## config.mk

```make
export PLATFORM = sky130hd
export DESIGN_NAME = bblc_cell
export DESIGN_NICKNAME = d
export VERILOG_FILES = /design/src/hdl/bblc_pkg.sv /design/src/hdl/bblc_cell.sv
export SDC_FILE = /design/constraint.sdc
export NUM_CORES = 1
export LEC_CHECK = 0
export BUFFER_PORTS_ARGS = -buffer_cell sky130_fd_sc_hd__buf_2
export CAP_MARGIN = 40
export CORE_AREA = 2 2 289 291
export CTS_BUF_LIST = sky130_fd_sc_hd__clkbuf_8
export CTS_CLUSTER_SIZE = 14
export DETAILED_ROUTE_END_ITERATION = 6
export DIE_AREA = 0 0 291 293
export PLACE_DENSITY = 0.57
export SETUP_SLACK_MARGIN = 0.02
export SLEW_MARGIN = 20
export SYNTH_ARGS = -nofsm -noshare
export SYNTH_HDL_FRONTEND = slang
export SYNTH_SLANG_ARGS = --single-unit
```

## constraint.sdc

```tcl
create_clock -name clk -period 2.8 [get_ports clk]
set_input_delay 0.28 -clock clk [delete_from_list [all_inputs] [get_ports clk]]
set_output_delay 0.28 -clock clk [all_outputs]
set_load 0.005 [all_outputs]
```

## src/hdl/bblc_pkg.sv

```systemverilog
// Shared types and codes for the byte-budget LRU cache table.
`default_nettype none
package bblc_pkg;

	localparam int SLOT_IDX_W = 8;

	localparam logic [1:0] MODE_LOOKUP = 2'd0;
	localparam logic [1:0] MODE_STORE  = 2'd1;
	localparam logic [1:0] MODE_REMOVE = 2'd2;
	localparam logic [1:0] MODE_UNUSED = 2'd3;

	localparam logic [2:0] ST_HIT        = 3'd0;
	localparam logic [2:0] ST_MISS       = 3'd1;
	localparam logic [2:0] ST_STALE      = 3'd2;
	localparam logic [2:0] ST_STORED     = 3'd3;
	localparam logic [2:0] ST_TOO_LARGE  = 3'd4;
	localparam logic [2:0] ST_REMOVED    = 3'd5;
	localparam logic [2:0] ST_ABSENT     = 3'd6;

	typedef struct packed {
		logic [1:0]         mode;
		logic [63:0]        entry_key;
		logic [31:0]        body_bytes;
		logic [62:0]        file_size;
		logic signed [63:0] file_mtime;
		logic [63:0]        file_device;
		logic [63:0]        file_inode;
	} item_t;

	typedef struct packed {
		logic [2:0]  status;
		logic [3:0]  slot_index;
		logic [4:0]  evicted_count;
		logic [31:0] bytes_in_use;
	} result_t;

	typedef struct packed {
		logic [62:0]        file_size;
		logic signed [63:0] file_mtime;
		logic [63:0]        file_device;
		logic [63:0]        file_inode;
	} stamp_t;

	// Search record that travels down the row of slots.
	typedef struct packed {
		logic                  match_v;
		logic                  stamp_ok;
		logic [SLOT_IDX_W-1:0] match_idx;
		logic [31:0]           match_body;
		logic                  lru_v;
		logic [SLOT_IDX_W-1:0] lru_idx;
		logic [63:0]           lru_tick;
		logic [31:0]           lru_body;
		logic                  free_v;
		logic [SLOT_IDX_W-1:0] free_idx;
	} rec_t;

	// Update command broadcast to every slot.
	typedef struct packed {
		logic                  drop;
		logic                  touch;
		logic                  wr;
		logic [SLOT_IDX_W-1:0] idx;
		logic [63:0]           tick;
		logic [31:0]           body;
	} cmd_t;

endpackage
`default_nettype wire

```

## src/hdl/bblc_cell.sv

```systemverilog
// One slot of the table with its stage of the search record.
`default_nettype none
module bblc_cell #(
	parameter int ID = 0
) (
	input  wire                        clk,
	input  wire                        arst_n,
	input  wire [63:0]                 qkey,
	input  wire bblc_pkg::stamp_t      qstamp,
	input  wire bblc_pkg::cmd_t        cmd,
	input  wire bblc_pkg::rec_t        rec_in,
	output bblc_pkg::rec_t             rec_out
);
	import bblc_pkg::*;

	logic        valid_q;
	logic [63:0] key_q;
	logic [31:0] body_q;
	stamp_t      stamp_q;
	logic [63:0] tick_q;
	rec_t        rec_q;
	rec_t        rec_d;
	logic        hit_me;

	assign hit_me = (cmd.idx == SLOT_IDX_W'(ID));

	always_comb begin
		rec_d = rec_in;
		if (valid_q && key_q == qkey && !rec_in.match_v) begin
			rec_d.match_v    = 1'b1;
			rec_d.match_idx  = SLOT_IDX_W'(ID);
			rec_d.match_body = body_q;
			rec_d.stamp_ok   = (stamp_q == qstamp);
		end
		if (valid_q && (!rec_in.lru_v || tick_q < rec_in.lru_tick)) begin
			rec_d.lru_v    = 1'b1;
			rec_d.lru_idx  = SLOT_IDX_W'(ID);
			rec_d.lru_tick = tick_q;
			rec_d.lru_body = body_q;
		end
		if (!valid_q && !rec_in.free_v) begin
			rec_d.free_v   = 1'b1;
			rec_d.free_idx = SLOT_IDX_W'(ID);
		end
	end

	always_ff @(posedge clk or negedge arst_n) begin
		if (!arst_n) begin
			valid_q <= 1'b0;
		end else if (hit_me && cmd.drop) begin
			valid_q <= 1'b0;
		end else if (hit_me && cmd.wr) begin
			valid_q <= 1'b1;
		end
	end

	always_ff @(posedge clk) begin
		rec_q <= rec_d;
		if (hit_me && cmd.wr) begin
			key_q   <= qkey;
			body_q  <= cmd.body;
			stamp_q <= qstamp;
		end
		if (hit_me && (cmd.wr || cmd.touch)) begin
			tick_q <= cmd.tick;
		end
	end

	assign rec_out = rec_q;

endmodule
`default_nettype wire

```

==> flow_summary.ini, run 1 <==
[synth]
synth-edff-count = 415
synth_cell_types = 49
synthCells = 1461
ys_warn_count = 0
synthesis.nets = 2108
yosys.area.top_type = edfxtp_1
synth_area_per_cell_um2 = 15.5
synth_most_common_cell = edfxtp_1
yosys-top-cells-count = edfxtp_1 (415), dfxtp_1 (156), xor2_1 (152)
synthArstFlopShare_pct = 0.175
yosysSeqAreaShare_pct = 69.1
synth_top_area_share_pct = 55.2
synthFlopType = edfxtp_1
ys_ff_latch = 572
synth_area_um2 = 22600
synth.area.top_cells = edfxtp_1 (55%), dfxtp_1 (14%), xor2_1 (5.9%)

[route]
drt_iter0_drc = 989
wirelength_um = 82100
wl_per_cell_um = 20.0
ant_nets = 0
drc = 0
drt_first_pass_iters = 5
viasPerCell = 4.40
dr_total_vias = 18000

[clock_tree]
cts_sinks = 572
insertion_delay_ns = 0.69
numCtsBuffers = 102
htree_levels = 3
cts_tree = yes
clk_path_buf_depth = 3
cts-root-buf = clkbuf_8
clk_pin_slew_ns = 0.06

[layout]
drive_above_1_share_pct = 36.0
fin_nets = 3571
area_growth_pct = 63.1
fin_area_um2 = 36900
final_util_pct = 45.0
stdcell_count = 4098

[place]
gp_congestion = 0.944
dpl_cell_area_um2 = 28000
hpwlAfterDp_um = 57200
pre_cts_ws_ns = -0.236
dp.cells = 3288
portBuffers = 739

[grt]
overflow = 0
grt_max_degree = 65
track_usage_pct = 17.8
grt_pass1_wl_um = 115000
antenna_found_initial = 19
grt_pass1_vias = 19700

[sta]
rsz0062_at_grt = true
slew_violations = 0
finClkSkew_ns = 0.0389
period_share_pct = 103
period_needed_ns = 2.87
setup_violations = 71
relSlewSlack_pct = 59.2
fmax_mhz = 348
final-hold-violation-count = 0
fin_ws_ns = -0.0715
tightest_slew_ns = 0.606

[floorplanning]
start_util_pct = 27.6
dieArea_um2 = 85300
io_pins = 740
placeableCoreArea_um2 = 81800
row_count = 105
chipWidth_um = 291
chipHeight_um = 293

[pwr]
intPower_w = 0.0148
power_leakage_nw = 15.6
switching_power_w = 0.00475
ir_drop_v = 0.000407
power.total_w = 0.0195
power.share.sequential_pct = 47.9
p_clk_share_pct = 39.4
p_comb_share_pct = 12.7
swShare_pct = 24.3
power_density_nw_per_um2 = 529

[setup_path]
cp_top_family = simple AND/OR/NAND/NOR gates
path_buf_inv = 3
arrival_ns = 3.41
path_cells = ha_4 -> nand4_1 -> nor4_2 -> buf_4 -> and4_4 -> o211ai_1 -> a2bb2oi_4 -> buf_12 -> clkbuf_16 -> mux2_4
start_kind = flop
crit_slowest_cell = edfxtp_1
critical_path_class = flop to flop
cp.required_ns = 3.34
cpPeakStageDelay_ns = 0.45
worstSetupEndpointType = flop
path_max_fanout = 8

[outcome]
status = finished with violations
failed_checks = setup timing

[worst_hold_path]
holdCritPathClass = input pin to flop

[run]
maxCapViolations = 0
area by class of cell:
class                      count  area, um^2
timing repair buffer        1374       10400
multi-input combinational    752        7020
inverter                     122         458
clock buffer                 115        1580
fill                        7261       45000
clock inverter                78         437
antenna                       15        37.5
tap                         1070        1340
sequential                   572       15600
worst min-delay path, stage by stage:
cell,delay [ns]
buf_2,0.10
and2_4,0.20
buf_12,0.18
final timing paths:
path / from / endpoint / slack (ns) / depth (start not counted)
worst max-delay path: tick_q[50] / rec_out[101] / -0.07 / 10
worst min-delay path: cmd[104] / body_q[23] / 0.28 / 3
worst max register to register: tick_q[50] / rec_out[101] / -0.07 / 10
worst min register to register: body_q[29] / rec_out[143] / 0.48 / 1
max in group asynchronous: arst_n / valid_q / 2.23 / 3
min in group asynchronous: arst_n / valid_q / 0.47 / 3
registers in the layout (all words and copies together) (netlist names):
name,count
body_q,32
stamp_q,255
key_q,64
tick_q,64
rec_out,156
valid_q,1
per-stage QoR:
stage	TNS [ns]	hold WS [ns]
6_report	-2.01	0.284
5_1_grt	-13.62	0.245
4_1_cts	-0.238	0.198
3_5_place_dp	-9.52	0.0569
3_3_place_gp	-4.84	0.0567
2_1_floorplan	-373.52	-0.0156
cell families after synthesis:
group | count (synthesis) | share of synthesized area [%]
buffers and inverters | 137 | 2.44
flip-flops | 572 | 69.1
AND/OR/NAND/NOR | 188 | 4.94
multiplexers | 129 | 6.42
adder cells (fa/ha/maj) | 63 | 3.49
AO/OA/AOI/OAI | 106 | 3.30
XOR/XNOR | 266 | 10.3
placed cells by master (no fill, tap or decap), types with 50 or more instances in the layout:
master / instances
clkbuf_8: 115
mux2_4: 111
buf_2: 739
ha_1: 58
inv_1: 159
edfxtp_1: 415
dfxtp_1: 156
xnor2_1: 114
nor4_1: 50
nand4_1: 51
dlygate4sd3_1: 575
xor2_1: 151
power groups by stage:
stage	combinational, W	sequential (W)	clock, W
6_report	0.00248	0.00934	0.00769
2_1_floorplan	0.000545	0.00952	0
3_5_place_dp	0.00147	0.00951	0
4_1_cts	0.00221	0.00934	0.00793
5_1_grt	0.00263	0.00935	0.00830
3_3_place_gp	0.00144	0.00951	0
layer usage:
metal  vias to the layer above  global-route usage [%]  share of wire, %
met5                         -                       0             0.037
met4                         4                    8.10               4.3
met3                       207                    3.91               5.4
met1                      8775                    20.4                40
li1                       8361                       -                 -
met2                       688                    31.7                50
repair_timing:
| action | in CTS | in global routing |
|---|---|---|
| setup buffers | 7 | 5 |
| pin swaps | 6 | 10 |
| resized for setup | 14 | 133 |
| hold buffers | 575 | 0 |
| endpoints found under the setup margin | 92 | 135 |
| endpoints found under the hold margin | 573 | 0 |
| cloned | 2 | 14 |
Note: power is estimated with default switching activity, not from simulation.
==> run 2, diff against run 1 <==
ABC_CLOCK_PERIOD_IN_PS = 2800   (was not set)
SKIP_LAST_GASP = 1   (was not set)
==> run 2 against run 1 <==
  * The run still ends with setup timing left
  * Power is essentially flat
  * Hold slack about the same
  * Cell area barely moved
  * Critical path depth is the same
  * Via count is 0.52% higher
  * Global-route usage hardly changed
  * Critical path type unchanged
  * Critical endpoint unchanged
  * Largest power group unchanged
  * Highest routed layer unchanged
==> flow_summary.ini, run 2 (synthesis gave the netlist of run 1 again) <==
[floorplanning]
chipHeight_um = 293
start_util_pct = 27.6
chipWidth_um = 291
placeableCoreArea_um2 = 81800
row_count = 105
io_pins = 740
dieArea_um2 = 85300

[route]
drt_first_pass_iters = 5
wirelength_um = 82200
viasPerCell = 4.42
wl_per_cell_um = 20.0
dr_total_vias = 18100
drc = 0
drt_iter0_drc = 880
ant_nets = 0

[clock_tree]
clk_pin_slew_ns = 0.05
cts-root-buf = clkbuf_8
numCtsBuffers = 102
cts_sinks = 572
cts_tree = yes
htree_levels = 3
clk_path_buf_depth = 3
insertion_delay_ns = 0.69

[place]
dpl_cell_area_um2 = 28000
hpwlAfterDp_um = 57200
portBuffers = 739
dp.cells = 3288
gp_congestion = 0.944

[layout]
layout_commonest_cell = buf_2
multi_input_area_um2 = 7030
layout_common_cells = buf_2 (739), dlygate4sd3_1 (575), edfxtp_1 (415)
area_growth_pct = 63.3
ff_latch_area_um2 = 15600
fin_nets = 3574
largest_register_ffs = 255
stdcell_count = 4102
final_util_pct = 45.1
drive_above_1_share_pct = 36.2
fin_area_um2 = 36900
largest-register = stamp_q
fillers = 7266

[sta]
rsz0062_at_grt = true
slew_violations = 0
fmax_mhz = 347
period_share_pct = 103
tightest_slew_ns = 0.586
finClkSkew_ns = 0.0431
fin_ws_ns = -0.0831
period_needed_ns = 2.88
final-hold-violation-count = 0
relSlewSlack_pct = 60.6
setup_violations = 79

[setup_path]
critical_path_class = flop to flop
r2r-end = rec_out[101]
rr_startpoint = tick_q[57]
path_max_fanout = 8
ff2ff_setup_slack_ns = -0.08
critPathCapture = rec_out[101]
worstSetupEndpointType = flop
arrival_ns = 3.42
critPathLaunch = tick_q[57]
cp.required_ns = 3.34
start_kind = flop
ff2ff_path_depth = 10

[outcome]
status = finished with violations
failed_checks = setup timing

[grt]
grt_pass1_wl_um = 115000
grt_pass1_vias = 19700
grt_max_degree = 65
antenna_found_initial = 17
overflow = 0
track_usage_pct = 17.8

[pwr]
power.share.sequential_pct = 47.9
swShare_pct = 24.4
p_clk_share_pct = 39.4
intPower_w = 0.0148
p_comb_share_pct = 12.7
switching_power_w = 0.00475
power.total_w = 0.0195
power_density_nw_per_um2 = 529
power_leakage_nw = 15.6
ir_drop_v = 0.000407

[worst_hold_path]
holdCritPathClass = input pin to flop
holdCritStartpoint = cmd[104]

[run]
maxCapViolations = 0
[run 2: layout make-up]
class	count	area share (%)
flip-flops and latches	572	42.3
repair buffers	1377	28.2
multi-input cells	752	19.1
clock buffers	115	4.29
well taps	1070	3.63
inverters	122	1.24
clock inverters	78	1.18
diodes	16	0.109
[run 2: timing repair]
| item | 4_1_cts | 5_1_grt |
|---|---|---|
| gates resized for setup | 6 | 142 |
| hold buffers | 575 | 0 |
| pin swaps | 6 | 14 |
| buffers inserted | 7 | 8 |
| cloned | 2 | 14 |
| setup endpoints to repair | 92 | 135 |
| hold endpoints to repair | 573 | 0 |
[run 2: per-stage QoR]
step                      hold WS (ns)  setup slack, ns  setup TNS (ns)
after global placement          0.0567           -0.169           -4.84
after global routing             0.245           -0.225          -19.33
after CTS                        0.198          -0.0459          -0.770
after floorplan                -0.0156            -1.05         -373.52
after detailed placement        0.0569           -0.236           -9.52
final                            0.285          -0.0831           -2.78
[run 2: power groups by stage]
stage               registers [W]  clock network, W  logic (W)
floorplan                 0.00952                 0   0.000545
global placement          0.00951                 0    0.00144
detailed placement        0.00951                 0    0.00147
CTS                       0.00934           0.00793    0.00220
global route              0.00935           0.00830    0.00263
finish                    0.00934           0.00770    0.00247
[run 2: per-layer routing]
metal	wire [um]	part of all wire, %	GRT usage [%]
met1	32700	40	20.3
met2	41500	51	31.5
met3	4360	5.3	4.02
met4	3470	4.2	8.23
met5	165	0.20	1.13
[run 2: worst min-delay path by stage]
| stage | endpoint | slack, ns | depth (start not counted) |
|---|---|---|---|
| after global routing | body_q[23] | 0.24 | 3 |
| after global placement | valid_q | 0.06 | 1 |
| final | body_q[23] | 0.28 | 3 |
| after CTS | body_q[23] | 0.20 | 3 |
| after floorplan | valid_q | -0.02 | 0 |
| after detailed placement | valid_q | 0.06 | 1 |
[run 2: worst max-delay path, cell delays in order (launching register included)]
cell and delay [ns]:
edfxtp_1 0.43, ha_1 0.36, nand4_1 0.20, nor4_2 0.30
buf_4 0.17, and4_4 0.21, o211ai_1 0.15, a2bb2oi_4 0.23
buf_12 0.20, clkbuf_16 0.20, mux2_4 0.30
